$ cat config.mk
export PLATFORM = sky130hd
export DESIGN_NAME = waveform_rms_peak_freq_meter_flat
export DESIGN_NICKNAME = d
export VERILOG_FILES = /design/src/hw/rtl/wrpf_pkg.sv /design/src/hw/rtl/wrpf_if.sv /design/src/hw/rtl/wrpf_divider.sv /design/src/hw/rtl/wrpf_isqrt.sv /design/src/hw/rtl/wrpf_datapath.sv /design/src/hw/rtl/wrpf_ctrl.sv /design/src/hw/rtl/waveform_rms_peak_freq_meter.sv /design/src/flat_wrapper.sv
export SDC_FILE = /design/constraint.sdc
export NUM_CORES = 2
export LEC_CHECK = 0
export ABC_CLOCK_PERIOD_IN_PS = 16239
export BUFFER_PORTS_ARGS = -buffer_cell sky130_fd_sc_hd__buf_2
export CORE_MARGIN = 5
export CORE_UTILIZATION = 35
export CTS_BUF_LIST = sky130_fd_sc_hd__clkbuf_4
export DETAILED_ROUTE_END_ITERATION = 8
export PLACE_DENSITY = 0.52
export SLEW_MARGIN = 30
export SYNTH_ARGS = -nofsm -noshare
export SYNTH_HDL_FRONTEND = slang
export SYNTH_HIERARCHICAL = 1
export SYNTH_SLANG_ARGS = --single-unit
$ cat constraint.sdc
create_clock -name clk -period 16.24 [get_ports clk]
set_input_delay 1.624 -clock clk [delete_from_list [all_inputs] [get_ports clk]]
set_output_delay 1.624 -clock clk [all_outputs]
set_load 0.02 [all_outputs]
$ cat src/hw/rtl/wrpf_pkg.sv
package wrpf_pkg;

    localparam int ADC_BITS = 14;
    localparam int MAX_WINDOW_SAMPLES = 64;
    localparam logic [ADC_BITS-1:0] SAMPLE_MAX = {ADC_BITS{1'b1}};
    localparam logic [10:0] VOLT_SAT = 11'd2047;

    typedef enum logic [1:0] {
        ACT_SAMPLE = 2'd0,
        ACT_EDGE   = 2'd1,
        ACT_TICK   = 2'd2,
        ACT_REPORT = 2'd3
    } action_t;

    typedef enum logic [2:0] {
        REG_SAMPLES  = 3'd0,
        REG_TICKS    = 3'd1,
        REG_DC_DIV   = 3'd2,
        REG_PK_DIV   = 3'd3,
        REG_RMS_DIV  = 3'd4,
        REG_TIMER_HZ = 3'd5
    } reg_index_t;

    // Divider operand selection
    typedef enum logic [2:0] {
        DIV_DC,
        DIV_PK,
        DIV_MS,
        DIV_RMS,
        DIV_PER
    } div_sel_t;

    typedef enum logic [3:0] {
        ST_IDLE,
        ST_SQUARE,
        ST_UPDATE,
        ST_DC_GO,
        ST_DC_WAIT,
        ST_PK_GO,
        ST_PK_WAIT,
        ST_MS_GO,
        ST_MS_WAIT,
        ST_SQ_GO,
        ST_SQ_WAIT,
        ST_RMS_GO,
        ST_RMS_WAIT,
        ST_PER_GO,
        ST_PER_WAIT,
        ST_OUT
    } state_t;

    typedef struct packed {
        logic     capture;
        logic     update;
        logic     div_start;
        div_sel_t div_sel;
        logic     sqrt_start;
        logic     load_out;
    } ctrl_t;

    typedef struct packed {
        logic     is_report;
        logic     div_done;
        logic     sqrt_done;
    } stat_t;

endpackage

$ cat src/hw/rtl/wrpf_if.sv
interface wrpf_in_if;
    logic        valid;
    logic        ready;
    logic [1:0]  action;
    logic [13:0] sample_value;
    modport source (output valid, action, sample_value, input ready);
    modport sink (input valid, action, sample_value, output ready);
endinterface

interface wrpf_out_if;
    logic        valid;
    logic        ready;
    logic [15:0] frequency_count;
    logic [10:0] dc_centivolts;
    logic [10:0] vpp_centivolts;
    logic [10:0] vrms_centivolts;
    logic [23:0] sample_period;
    logic        no_signal;
    modport source (output valid, frequency_count, dc_centivolts, vpp_centivolts,
                    vrms_centivolts, sample_period, no_signal, input ready);
    modport sink (input valid, frequency_count, dc_centivolts, vpp_centivolts,
                  vrms_centivolts, sample_period, no_signal, output ready);
endinterface

interface wrpf_cfg_if;
    logic        valid;
    logic        ready;
    logic [2:0]  index;
    logic [23:0] data;
    modport source (output valid, index, data, input ready);
    modport sink (input valid, index, data, output ready);
endinterface

$ cat src/hw/rtl/wrpf_divider.sv
// Restoring divider, one quotient bit a cycle; 48-bit dividend, 24-bit divisor.
module wrpf_divider import wrpf_pkg::*;
(
    input  logic        clk,
    input  logic        rst_n,
    input  logic        start,
    input  logic [47:0] dividend,
    input  logic [23:0] divisor,
    output logic        done,
    output logic [47:0] quotient
);
    logic [47:0] quo_reg, quo_next;
    logic [24:0] rem_reg, rem_next;
    logic [23:0] dsr_reg, dsr_next;
    logic [5:0]  cnt_reg, cnt_next;
    logic        busy_reg, busy_next;
    logic        done_reg, done_next;
    logic [24:0] trial;

    always_comb
    begin
        quo_next  = quo_reg;
        rem_next  = rem_reg;
        dsr_next  = dsr_reg;
        cnt_next  = cnt_reg;
        busy_next = busy_reg;
        done_next = 1'b0;
        trial     = {rem_reg[23:0], quo_reg[47]};
        if (start)
        begin
            quo_next  = dividend;
            rem_next  = '0;
            dsr_next  = divisor;
            cnt_next  = 6'd0;
            busy_next = 1'b1;
        end
        else if (busy_reg)
        begin
            if (trial >= {1'b0, dsr_reg})
            begin
                rem_next = trial - {1'b0, dsr_reg};
                quo_next = {quo_reg[46:0], 1'b1};
            end
            else
            begin
                rem_next = trial;
                quo_next = {quo_reg[46:0], 1'b0};
            end
            cnt_next = cnt_reg + 6'd1;
            if (cnt_reg == 6'd47)
            begin
                busy_next = 1'b0;
                done_next = 1'b1;
            end
        end
    end

    always_ff @(posedge clk or negedge rst_n)
    begin
        if (!rst_n)
        begin
            busy_reg <= 1'b0;
            done_reg <= 1'b0;
            cnt_reg  <= '0;
        end
        else
        begin
            busy_reg <= busy_next;
            done_reg <= done_next;
            cnt_reg  <= cnt_next;
        end
    end

    always_ff @(posedge clk)
    begin
        quo_reg <= quo_next;
        rem_reg <= rem_next;
        dsr_reg <= dsr_next;
    end

    assign done     = done_reg;
    assign quotient = quo_reg;
endmodule

$ cat src/hw/rtl/wrpf_isqrt.sv
// Digit-by-digit square root, one result bit a cycle over a 48-bit radicand.
module wrpf_isqrt import wrpf_pkg::*;
(
    input  logic        clk,
    input  logic        rst_n,
    input  logic        start,
    input  logic [47:0] radicand,
    output logic        done,
    output logic [23:0] root
);
    logic [47:0] x_reg, x_next;
    logic [25:0] rem_reg, rem_next;
    logic [23:0] res_reg, res_next;
    logic [4:0]  cnt_reg, cnt_next;
    logic        busy_reg, busy_next;
    logic        done_reg, done_next;
    logic [25:0] trial;
    logic [25:0] sub;

    always_comb
    begin
        x_next    = x_reg;
        rem_next  = rem_reg;
        res_next  = res_reg;
        cnt_next  = cnt_reg;
        busy_next = busy_reg;
        done_next = 1'b0;
        trial     = {rem_reg[23:0], x_reg[47:46]};
        sub       = {res_reg, 2'b01};
        if (start)
        begin
            x_next    = radicand;
            rem_next  = '0;
            res_next  = '0;
            cnt_next  = '0;
            busy_next = 1'b1;
        end
        else if (busy_reg)
        begin
            x_next = {x_reg[45:0], 2'b00};
            if (trial >= sub)
            begin
                rem_next = trial - sub;
                res_next = {res_reg[22:0], 1'b1};
            end
            else
            begin
                rem_next = trial;
                res_next = {res_reg[22:0], 1'b0};
            end
            cnt_next = cnt_reg + 5'd1;
            if (cnt_reg == 5'd23)
            begin
                busy_next = 1'b0;
                done_next = 1'b1;
            end
        end
    end

    always_ff @(posedge clk or negedge rst_n)
    begin
        if (!rst_n)
        begin
            busy_reg <= 1'b0;
            done_reg <= 1'b0;
            cnt_reg  <= '0;
        end
        else
        begin
            busy_reg <= busy_next;
            done_reg <= done_next;
            cnt_reg  <= cnt_next;
        end
    end

    always_ff @(posedge clk)
    begin
        x_reg   <= x_next;
        rem_reg <= rem_next;
        res_reg <= res_next;
    end

    assign done = done_reg;
    assign root = res_reg;
endmodule

$ cat src/hw/rtl/wrpf_datapath.sv
module wrpf_datapath import wrpf_pkg::*;
(
    input  logic        clk,
    input  logic        rst_n,
    input  ctrl_t       ctrl,
    output stat_t       stat,
    input  logic [1:0]  in_action,
    input  logic [13:0] in_sample,
    input  logic        cfg_we,
    input  logic [2:0]  cfg_index,
    input  logic [23:0] cfg_data,
    output logic [15:0] o_freq,
    output logic [10:0] o_dc,
    output logic [10:0] o_vpp,
    output logic [10:0] o_rms,
    output logic [23:0] o_period,
    output logic        o_nosig
);
    logic [6:0]  spw_reg;
    logic [7:0]  tpw_reg;
    logic [15:0] dcdiv_reg, pkdiv_reg, rmsdiv_reg;
    logic [23:0] clk_hz_reg;

    logic [13:0] min_reg, max_reg;
    logic [34:0] sum_reg;
    logic [6:0]  scnt_reg;
    logic [15:0] ecnt_reg;
    logic [7:0]  tcnt_reg;
    logic [15:0] freq_reg;

    logic [1:0]  act_reg;
    logic [13:0] smp_reg;
    logic [27:0] sq_reg;

    logic [10:0] dc_reg, vpp_reg, rms_reg;
    logic [23:0] per_reg;
    logic [47:0] ms_reg;

    logic [6:0]  n_eff;
    logic        div_start;
    logic [47:0] div_a;
    logic [23:0] div_b;
    logic        div_done;
    logic [47:0] div_q;
    logic        sq_done;
    logic [23:0] sq_root;
    logic [10:0] q_sat;
    logic [14:0] mm_sum;
    logic [22:0] n_f;

    assign n_eff = (spw_reg == 7'd0) ? 7'd1 :
                   (spw_reg > 7'(MAX_WINDOW_SAMPLES)) ? 7'(MAX_WINDOW_SAMPLES) : spw_reg;
    assign mm_sum = {1'b0, max_reg} + {1'b0, min_reg};
    assign n_f    = 23'(n_eff) * 23'(freq_reg);

    function automatic logic [15:0] nz(input logic [15:0] d);
        nz = (d == 16'd0) ? 16'd1 : d;
    endfunction

    always_comb
    begin
        div_a = '0;
        div_b = 24'd1;
        case (ctrl.div_sel)
            DIV_DC:
            begin
                div_a = 48'(mm_sum[14:1]) * 48'd100;
                div_b = 24'(nz(dcdiv_reg));
            end
            DIV_PK:
            begin
                div_a = (max_reg > min_reg) ? 48'(max_reg - min_reg) * 48'd100 : 48'd0;
                div_b = 24'(nz(pkdiv_reg));
            end
            DIV_MS:
            begin
                div_a = 48'(sum_reg) * 48'd10000;
                div_b = 24'(n_eff);
            end
            DIV_RMS:
            begin
                div_a = 48'(sq_root);
                div_b = 24'(nz(rmsdiv_reg));
            end
            DIV_PER:
            begin
                div_a = 48'(clk_hz_reg);
                div_b = (n_f[22:0] == 23'd0) ? 24'd1 : 24'(n_f);
            end
            default: ;
        endcase
    end

    assign q_sat = (div_q > 48'(VOLT_SAT)) ? VOLT_SAT : div_q[10:0];

    wrpf_divider u_div (
        .clk      (clk),
        .rst_n    (rst_n),
        .start    (ctrl.div_start),
        .dividend (div_a),
        .divisor  (div_b),
        .done     (div_done),
        .quotient (div_q)
    );

    wrpf_isqrt u_sqrt (
        .clk      (clk),
        .rst_n    (rst_n),
        .start    (ctrl.sqrt_start),
        .radicand (ms_reg),
        .done     (sq_done),
        .root     (sq_root)
    );

    assign div_start = ctrl.div_start;

    always_ff @(posedge clk or negedge rst_n)
    begin
        if (!rst_n)
        begin
            spw_reg    <= 7'd50;
            tpw_reg    <= 8'd50;
            dcdiv_reg  <= 16'd5000;
            pkdiv_reg  <= 16'd5050;
            rmsdiv_reg <= 16'd5060;
            clk_hz_reg <= 24'd3000000;
            min_reg    <= SAMPLE_MAX;
            max_reg    <= '0;
            sum_reg    <= '0;
            scnt_reg   <= '0;
            ecnt_reg   <= '0;
            tcnt_reg   <= '0;
            freq_reg   <= '0;
        end
        else
        begin
            if (cfg_we)
            begin
                unique case (cfg_index)
                    REG_SAMPLES:  spw_reg    <= cfg_data[6:0];
                    REG_TICKS:    tpw_reg    <= cfg_data[7:0];
                    REG_DC_DIV:   dcdiv_reg  <= cfg_data[15:0];
                    REG_PK_DIV:   pkdiv_reg  <= cfg_data[15:0];
                    REG_RMS_DIV:  rmsdiv_reg <= cfg_data[15:0];
                    REG_TIMER_HZ: clk_hz_reg <= cfg_data;
                    default: ;
                endcase
            end
            if (ctrl.update)
            begin
                unique case (act_reg)
                    ACT_SAMPLE:
                    begin
                        if (smp_reg > max_reg)
                            max_reg <= smp_reg;
                        if (smp_reg < min_reg)
                            min_reg <= smp_reg;
                        if (scnt_reg < n_eff)
                        begin
                            sum_reg  <= sum_reg + 35'(sq_reg);
                            scnt_reg <= scnt_reg + 7'd1;
                        end
                    end
                    ACT_EDGE:
                        if (ecnt_reg != 16'hFFFF)
                            ecnt_reg <= ecnt_reg + 16'd1;
                    ACT_TICK:
                    begin
                        if (tcnt_reg >= tpw_reg)
                        begin
                            freq_reg <= ecnt_reg;
                            min_reg  <= SAMPLE_MAX;
                            max_reg  <= '0;
                            sum_reg  <= '0;
                            scnt_reg <= '0;
                            ecnt_reg <= '0;
                            tcnt_reg <= '0;
                        end
                        else
                            tcnt_reg <= tcnt_reg + 8'd1;
                    end
                    default: ;
                endcase
            end
        end
    end

    always_ff @(posedge clk)
    begin
        if (ctrl.capture)
        begin
            act_reg <= in_action;
            smp_reg <= in_sample;
        end
        sq_reg <= 28'(smp_reg) * 28'(smp_reg);
        if (div_done)
        begin
            unique case (ctrl.div_sel)
                DIV_DC:  dc_reg  <= q_sat;
                DIV_PK:  vpp_reg <= q_sat;
                DIV_MS:  ms_reg  <= div_q;
                DIV_RMS: rms_reg <= q_sat;
                DIV_PER: per_reg <= div_q[23:0];
                default: ;
            endcase
        end
        if (ctrl.load_out)
        begin
            o_freq   <= freq_reg;
            o_dc     <= dc_reg;
            o_vpp    <= vpp_reg;
            o_rms    <= rms_reg;
            o_period <= (freq_reg == 16'd0) ? 24'd0 : per_reg;
            o_nosig  <= (freq_reg == 16'd0);
        end
    end

    assign stat.is_report = (act_reg == ACT_REPORT);
    assign stat.div_done  = div_done && !div_start;
    assign stat.sqrt_done = sq_done;
endmodule

$ cat src/hw/rtl/wrpf_ctrl.sv
module wrpf_ctrl import wrpf_pkg::*;
(
    input  logic  clk,
    input  logic  rst_n,
    input  logic  in_valid,
    output logic  in_ready,
    output logic  out_valid,
    input  logic  out_ready,
    input  stat_t stat,
    output ctrl_t ctrl
);
    state_t state_reg, state_next;
    logic   ov_reg, ov_next;

    always_comb
    begin
        state_next = state_reg;
        unique case (state_reg)
            ST_IDLE:     if (in_valid) state_next = ST_SQUARE;
            ST_SQUARE:   state_next = ST_UPDATE;
            ST_UPDATE:   state_next = stat.is_report ? ST_DC_GO : ST_IDLE;
            ST_DC_GO:    state_next = ST_DC_WAIT;
            ST_DC_WAIT:  if (stat.div_done) state_next = ST_PK_GO;
            ST_PK_GO:    state_next = ST_PK_WAIT;
            ST_PK_WAIT:  if (stat.div_done) state_next = ST_MS_GO;
            ST_MS_GO:    state_next = ST_MS_WAIT;
            ST_MS_WAIT:  if (stat.div_done) state_next = ST_SQ_GO;
            ST_SQ_GO:    state_next = ST_SQ_WAIT;
            ST_SQ_WAIT:  if (stat.sqrt_done) state_next = ST_RMS_GO;
            ST_RMS_GO:   state_next = ST_RMS_WAIT;
            ST_RMS_WAIT: if (stat.div_done) state_next = ST_PER_GO;
            ST_PER_GO:   state_next = ST_PER_WAIT;
            ST_PER_WAIT: if (stat.div_done) state_next = ST_OUT;
            ST_OUT:      if (!ov_reg || out_ready) state_next = ST_IDLE;
            default:     state_next = ST_IDLE;
        endcase
    end

    always_comb
    begin
        ctrl            = '0;
        ctrl.div_sel    = DIV_DC;
        in_ready        = (state_reg == ST_IDLE);
        ctrl.capture    = in_valid && in_ready;
        unique case (state_reg)
            ST_UPDATE:                ctrl.update = 1'b1;
            ST_DC_GO:                 ctrl.div_start = 1'b1;
            ST_PK_GO:
            begin
                ctrl.div_sel = DIV_PK;
                ctrl.div_start = 1'b1;
            end
            ST_PK_WAIT:               ctrl.div_sel = DIV_PK;
            ST_MS_GO:
            begin
                ctrl.div_sel = DIV_MS;
                ctrl.div_start = 1'b1;
            end
            ST_MS_WAIT:               ctrl.div_sel = DIV_MS;
            ST_SQ_GO:                 ctrl.sqrt_start = 1'b1;
            ST_RMS_GO:
            begin
                ctrl.div_sel = DIV_RMS;
                ctrl.div_start = 1'b1;
            end
            ST_RMS_WAIT:              ctrl.div_sel = DIV_RMS;
            ST_PER_GO:
            begin
                ctrl.div_sel = DIV_PER;
                ctrl.div_start = 1'b1;
            end
            ST_PER_WAIT:              ctrl.div_sel = DIV_PER;
            ST_OUT:                   ctrl.load_out = !ov_reg || out_ready;
            default: ;
        endcase
    end

    always_comb
    begin
        ov_next = ov_reg;
        if (out_ready)
            ov_next = 1'b0;
        if (ctrl.load_out)
            ov_next = 1'b1;
    end

    always_ff @(posedge clk or negedge rst_n)
    begin
        if (!rst_n)
        begin
            state_reg <= ST_IDLE;
            ov_reg    <= 1'b0;
        end
        else
        begin
            state_reg <= state_next;
            ov_reg    <= ov_next;
        end
    end

    assign out_valid = ov_reg;
endmodule

$ cat src/hw/rtl/waveform_rms_peak_freq_meter.sv
// Waveform meter: sample, edge and tick words each pass the capture, square and
// update states. A report word passes them too, then runs five divisions and a
// square root on one shared restoring divider and one root unit, then holds the
// result in an output register while the next word is accepted. Configuration
// writes are accepted every cycle.
module waveform_rms_peak_freq_meter import wrpf_pkg::*;
(
    input logic       clk,
    input logic       rst_n,
    wrpf_in_if.sink   in,
    wrpf_out_if.source out,
    wrpf_cfg_if.sink  cfg
);
    ctrl_t ctrl;
    stat_t stat;

    assign cfg.ready = 1'b1;

    wrpf_ctrl u_ctrl (
        .clk       (clk),
        .rst_n     (rst_n),
        .in_valid  (in.valid),
        .in_ready  (in.ready),
        .out_valid (out.valid),
        .out_ready (out.ready),
        .stat      (stat),
        .ctrl      (ctrl)
    );

    wrpf_datapath u_dp (
        .clk       (clk),
        .rst_n     (rst_n),
        .ctrl      (ctrl),
        .stat      (stat),
        .in_action (in.action),
        .in_sample (in.sample_value),
        .cfg_we    (cfg.valid),
        .cfg_index (cfg.index),
        .cfg_data  (cfg.data),
        .o_freq    (out.frequency_count),
        .o_dc      (out.dc_centivolts),
        .o_vpp     (out.vpp_centivolts),
        .o_rms     (out.vrms_centivolts),
        .o_period  (out.sample_period),
        .o_nosig   (out.no_signal)
    );

`ifndef SYNTHESIS
    a_start_excl: assert property (@(posedge clk) disable iff (!rst_n)
        !(ctrl.div_start && ctrl.sqrt_start))
        else $error("divider and root started together");
    a_no_accept_busy: assert property (@(posedge clk) disable iff (!rst_n)
        ctrl.update |-> !in.ready)
        else $error("input accepted during update");
    a_load_free: assert property (@(posedge clk) disable iff (!rst_n)
        (out.valid && !out.ready) |-> !ctrl.load_out)
        else $error("output overwritten");
`endif
endmodule
$ cat src/flat_wrapper.sv
// flat-port wrapper written by rule: the top's interface ports become plain ports
module waveform_rms_peak_freq_meter_flat import wrpf_pkg::*;
  (clk, rst_n, in_valid, in_action, in_sample_value, in_ready, out_valid, out_frequency_count, out_dc_centivolts, out_vpp_centivolts, out_vrms_centivolts, out_sample_period, out_no_signal, out_ready, cfg_valid, cfg_index, cfg_data, cfg_ready);
  wrpf_in_if in_i ();
  wrpf_out_if out_i ();
  wrpf_cfg_if cfg_i ();
  input logic clk;
  input logic rst_n;
  input wire logic [$bits(in_i.valid)-1:0] in_valid;
  input wire logic [$bits(in_i.action)-1:0] in_action;
  input wire logic [$bits(in_i.sample_value)-1:0] in_sample_value;
  output wire logic [$bits(in_i.ready)-1:0] in_ready;
  output wire logic [$bits(out_i.valid)-1:0] out_valid;
  output wire logic [$bits(out_i.frequency_count)-1:0] out_frequency_count;
  output wire logic [$bits(out_i.dc_centivolts)-1:0] out_dc_centivolts;
  output wire logic [$bits(out_i.vpp_centivolts)-1:0] out_vpp_centivolts;
  output wire logic [$bits(out_i.vrms_centivolts)-1:0] out_vrms_centivolts;
  output wire logic [$bits(out_i.sample_period)-1:0] out_sample_period;
  output wire logic [$bits(out_i.no_signal)-1:0] out_no_signal;
  input wire logic [$bits(out_i.ready)-1:0] out_ready;
  input wire logic [$bits(cfg_i.valid)-1:0] cfg_valid;
  input wire logic [$bits(cfg_i.index)-1:0] cfg_index;
  input wire logic [$bits(cfg_i.data)-1:0] cfg_data;
  output wire logic [$bits(cfg_i.ready)-1:0] cfg_ready;
  assign in_i.valid = in_valid;
  assign in_i.action = in_action;
  assign in_i.sample_value = in_sample_value;
  assign in_ready = in_i.ready;
  assign out_valid = out_i.valid;
  assign out_frequency_count = out_i.frequency_count;
  assign out_dc_centivolts = out_i.dc_centivolts;
  assign out_vpp_centivolts = out_i.vpp_centivolts;
  assign out_vrms_centivolts = out_i.vrms_centivolts;
  assign out_sample_period = out_i.sample_period;
  assign out_no_signal = out_i.no_signal;
  assign out_i.ready = out_ready;
  assign cfg_i.valid = cfg_valid;
  assign cfg_i.index = cfg_index;
  assign cfg_i.data = cfg_data;
  assign cfg_ready = cfg_i.ready;
  waveform_rms_peak_freq_meter u_core (.clk(clk), .rst_n(rst_n), .in(in_i), .out(out_i), .cfg(cfg_i));
endmodule
======== Word-level counts from Yosys, hierarchy flattened ========
Cells that the tools add are included.
storage, ports and cells
  flip-flop bits (word level) ............. 632
  input bits .............................. 48
  output and inout port bits .............. 77
  logic and storage cells ................. 218
operators by class
  add/subtract/negate cells ............... 10
  $mul .................................... 5
  $lt $le $gt $ge ......................... 9
  equality and inequality tests ........... 43
  muxes and demuxes ....................... 67
  reductions and logical operators ........ 43
operators with widths
  operator                  count
  $mux W48                  5
  $pmux W48 S5              1
  $pmux W23 S5              1
  $mux W16                  5
  $mux W35                  2
  $pmux W35 S2              1
  $logic_not A16 Y1         4
  $pmux W4 S16              1
  $mux W14                  4
  $pmux W14 S2              2
  $gt A48 B11 Y1 const B    1
  $mul A48 B5 Y46 const B   1
  $mux W24                  2
  $sub A24 B24 Y24          2
  $mul A35 B10 Y44 const B  1
  $add A35 B28 Y35          1
  $eq A4 B4 Y1 const B      8
  $mux W4                   8
  $pmux W16 S2              1
  $gt A14 B14 Y1            2
  $mul A14 B14 Y28          1
  $mux W7                   4
  $ge A26 B26 Y1            1
  $ge A25 B24 Y1            1
  50 further kinds          117

======== Longest topological paths before layout ========
  word-level depth ........................ 7
  gate-level depth with buffers ........... 27
  depth with buffers taken out ............ 27

======== By module ========
The synthesis kept the hierarchy.
by module, submodules not included
  module                        instances  cells each  area an instance (um^2)  seq. area each (um^2)
  wrpf_datapath                 1          3724        37624.8                  11387.2
  wrpf_divider                  1          491         5564.1                   2842.7
  wrpf_isqrt                    1          515         5480.3                   2577.5
  wrpf_ctrl                     1          50          474.2                    125.1
  waveform_rms_peak_freq_meter  1          2           11.3                     0.0

======== Worst setup path after synthesis ========
OpenSTA, ideal clock, no wires.
  path type ............................... reg-to-reg
  from .................................... register u_core.u_dp.smp_reg[7]
  to ...................................... register u_core.u_dp.sq_reg[20]
  setup time .............................. 0.122 ns
  arrival ................................. 5.731 ns
  data required time ...................... 16.118 ns
  slack ................................... 10.387 ns
  cell stages (with the launch flop) ...... 21
  buffers on the path ..................... 1
  period minus slack after synthesis ...... 5.853 ns
  cell sequence ........................... edfxtp_1 clkbuf_1 and2_1 fa_1 fa_1 fa_1 inv_1 fa_1 fa_1 inv_1 fa_1 ha_1 a21o_1 a21oi_1 o21ai_1 o211ai_1 a21oi_1 a21o_1 a21oi_1 nor3_1 a311o_1
on the way
  word-level cells in the longest chain between the ends .. 1
RTL lines
  element                 line                  RTL
  from (decl)             wrpf_datapath.sv:32   logic [13:0] smp_reg;
  from (signal assigned)  wrpf_datapath.sv:193  smp_reg <= in_sample;
  $mul A14 B14 Y28        wrpf_datapath.sv:195  sq_reg <= 28'(smp_reg) * 28'(smp_reg);
  to (signal assigned)    wrpf_datapath.sv:195
  to (decl)               wrpf_datapath.sv:33   logic [27:0] sq_reg;
Every way passes these cells.
A chain may end at the register's enable or synchronous reset.

======== Final worst setup path ========
  from .................................... register u_core.u_dp.smp_reg[2]
  to ...................................... register u_core.u_dp.sq_reg[17]
The elaborated chain is that of the path after synthesis.

==> flow_metrics.py <==
metrics = {
    "drt": {
        "routedWlPerCell_microns": 17.5,
        "wl_mm": 123,
        "dr.pass1.iters": 8,
        "drtIter0Drc": 2094,
        "ant_nets": 0,
        "num_vias": 34500,
        "viasPerCell": 4.92,
        "drc": 0,
    },
    "yosys": {
        "netlist_instances": 4782,
        "synth_flop_cell": "edfxtp_1",
        "ys_seq_elements": 631,
        "synth_nets": 5635,
        "synth_edf_count": 315,
        "syn_area_per_cell_sq_um": 10.3,
        "ys_types": 120,
        "synthArstFlopShare_pct": 34.4,
        "yosysWarnings": 6,
        "netlist_area_sq_mm": 0.0492,
        "seq_area_frac_synth_pct": 34.4,
    },
    "job": {
        "drv_cap": 0,
    },
    "critical_path": {
        "worstPathCellList": "inv_1 -> nor2_1 -> fa_1 -> inv_1 -> fa_1 -> fa_1 -> inv_1 -> ha_1 -> inv_1 -> fa_1 -> inv_1 -> fa_1 -> ha_1 -> o21a_1 -> o21ai_0 -> a31oi_1 -> o21bai_1 -> a21boi_0 -> o21ai_0 -> a21boi_0 -> nor4_1 -> a311o_1",
        "required_ns": 17.19,
        "crit_start": "u_core/u_dp/smp_reg[2]",
        "critical_path.max_fanout": 18,
        "crit_type": "reg2reg",
        "ff2ff_path_depth": 22,
        "endpoint": "u_core/u_dp/sq_reg[17]",
        "ff2ff_setup_slack_ns": 9.64,
        "reg2reg_from": "u_core/u_dp/smp_reg[2]",
        "crit_arrival_ns": 7.55,
        "critPathMaxStageDelay_ns": 0.84,
        "cp_slowest_cell": "edfxtp_1",
        "r2r_end": "u_core/u_dp/sq_reg[17]",
        "end_kind": "register",
        "setup.worst_path.start_class": "register",
    },
    "sta": {
        "fmax_mhz": 151,
        "min_period_ns": 6.60,
        "finalHoldViolations": 0,
        "fin_tns_setup_ns": 0,
        "setup_viol": 0,
        "worst_slew_pin_slew_ns": 0.953,
        "min_period_over_period_pct": 40.7,
        "slew_viol_final": 0,
        "grt_setup_unrepaired": "false",
        "slew_headroom_pct": 36.1,
        "fin_worst_skew_ns": 0.112,
    },
    "clock_network": {
        "cts_buffer_depth": 3,
        "path_clk_slew_ns": 0.06,
        "cts_tree": "built",
        "cts_max_level": 4,
        "cts_hold_buf": 0,
        "clockRootBuffer": "clkbuf_4",
        "clkLatencyLatePin_ns": 1.15,
        "clock-sinks": 631,
        "numCtsBuffers": 178,
        "ctsResizeCount": 0,
        "cts_setup_buffers": 0,
    },
    "hold_path": {
        "hp-class": "reg2reg",
    },
    "pwr": {
        "peakVddDrop_mv": 0.0496,
        "power_uw": 3460,
        "p_leak_uw": 0.0239,
        "pwr_density_cell_mw_per_mm2": 63.7,
    },
    "floorplanning": {
        "die_h_microns": 385,
        "rows": 137,
        "io_pins": 125,
        "die-area_sq_mm": 0.148,
        "core_area_sq_mm": 0.140,
        "initial_core_util_pct": 35.2,
        "die_x_microns": 385,
    },
    "final_layout": {
        "stdcell_area_sq_mm": 0.0544,
        "nets": 5826,
        "drive_gt1_share_pct": 16.1,
        "final_cell_mix": "inv_1, ha_1, edfxtp_1, fa_1",
        "area_delta_synth_final_pct": 10.6,
        "final_common_cell": "inv_1",
    },
    "global_route": {
        "grtUsageTotal_pct": 16.7,
        "grt_max_degree": 139,
        "grt_overflow_total": 0,
        "first_global_vias": 35100,
        "antenna_found_initial": 10,
        "grt_pass1_wl_mm": 197,
    },
    "placement": {
        "hpwl_mm": 94.1,
        "place.gp.congestion": 0.858,
        "placed_cell_area_sq_mm": 0.0519,
        "port_buffers": 123,
    },
    "outcome": {
        "outcome": "finished clean",
    },
}
-- routing by layer --
layer  part of all wire [%]  track usage (%)  up-vias
li1                       -                -    17000
met4                    1.7             4.26        6
met1                     51             24.9    16600
met2                     43             25.1      723
met5                  0.034                0        -
met3                    4.7             2.83      150
-- power by group --
group	total (uW)	switching (uW)	internal [uW]
registers	1780	45.7	1730
logic	156	86.5	69.1
clock network	1530	731	800
total	3460	864	2600
-- kinds of logic after synthesis --
family,Yosys count,synth area share (%)
other,2,0.0153
buffers and inverters,861,6.80
muxes,276,6.19
adders and majority gates,805,25.1
and+or+nand+nor,1120,11.5
xor gates and xnor gates,219,3.90
DFF,631,34.4
AOI/OAI and AO/OA,868,12.0
-- worst max-delay path, delay by kind of cell, from the launching register on --
kind                       cells  cell delay (ns)
and+or+nand+nor                2             0.42
adders and majority gates      7             3.07
AOI/OAI and AO/OA              8             1.62
buffers and inverters          5             0.53
DFF                            1             0.84
-- cell usage after synthesis, types with 15 or more instances --
library cell  instances  share of area [%]
dfstp_2              49                2.6
a31oi_1              27               0.34
clkbuf_1            117               0.89
nand2_1             283                2.2
a22oi_1              25               0.38
buf_1                15               0.11
nor2_1              266                2.0
dfxtp_1              99                4.0
nand4_1              39               0.50
edfxtp_1            315                 19
a21oi_1             195                2.0
mux2i_1              66                1.3
o21a_1               25               0.38
fa_1                304                 12
xnor2_1             135                2.4
inv_1               702                5.4
nor4_1               36               0.46
o31ai_1              24               0.37
mux2_2              207                4.7
o211ai_1             20               0.31
o21ai_0             159                1.6
xor2_1               84                1.5
a22o_1               27               0.48
or3_1                18               0.23
and2_1              184                2.3
ha_1                501                 13
a211oi_1             48               0.73
dfrtp_1             168                8.6
nor3_1               48               0.49
o21ai_1              38               0.39
o22ai_1              18               0.23
nand2b_1             42               0.53
a21o_1               93                1.4
nand3_1              59               0.60
and3_1               39               0.50
or2_2                19               0.24
nor2b_1              39               0.50
o21bai_1             21               0.32
-- cell type report --
type,count,area [sq um]
Antenna cell,11,27.5
Clock buffer,283,2120
Clock inverter,45,267
Fill cell,14000,85200
Inverter,705,2650
Multi-Input combinational cell,3290,29000
Sequential cell,631,16900
Tap cell,1876,2350
Timing Repair Buffer,167,988
-- worst min path at each step --
stage                      startpoint                   endpoint  slack (ns)  depth (start not counted)
2_1_floorplan   u_core/u_dp/dc_reg[0]        u_core/u_dp/o_dc[0]        0.40                          0
3_3_place_gp   u_core/u_dp/vpp_reg[6]       u_core/u_dp/o_vpp[6]        0.40                          0
3_5_place_dp   u_core/u_dp/dc_reg[10]       u_core/u_dp/o_dc[10]        0.40                          0
4_1_cts                         rst_n  u_core/u_dp/clk_hz_reg[5]        0.32                          1
5_1_grt                         rst_n  u_core/u_dp/clk_hz_reg[5]        0.41                          1
6_report       u_core/u_dp/rms_reg[4]       u_core/u_dp/o_rms[4]        0.41                          0
-- per-stage QoR --
stage / std cells / utilization [%] / hold slack (ns) / setup slack, ns
global placement: 6668 / 37.2 / 0.403 / 9.62
finish: 7008 / 39.0 / 0.410 / 9.64
CTS: 6997 / 38.9 / 0.324 / 9.52
floorplan: 4782 / - / 0.400 / 10.39
global route: 7006 / 39.0 / 0.412 / 9.22
detailed placement: 6669 / 37.2 / 0.405 / 9.60
(Power assumes the default switching activity.)
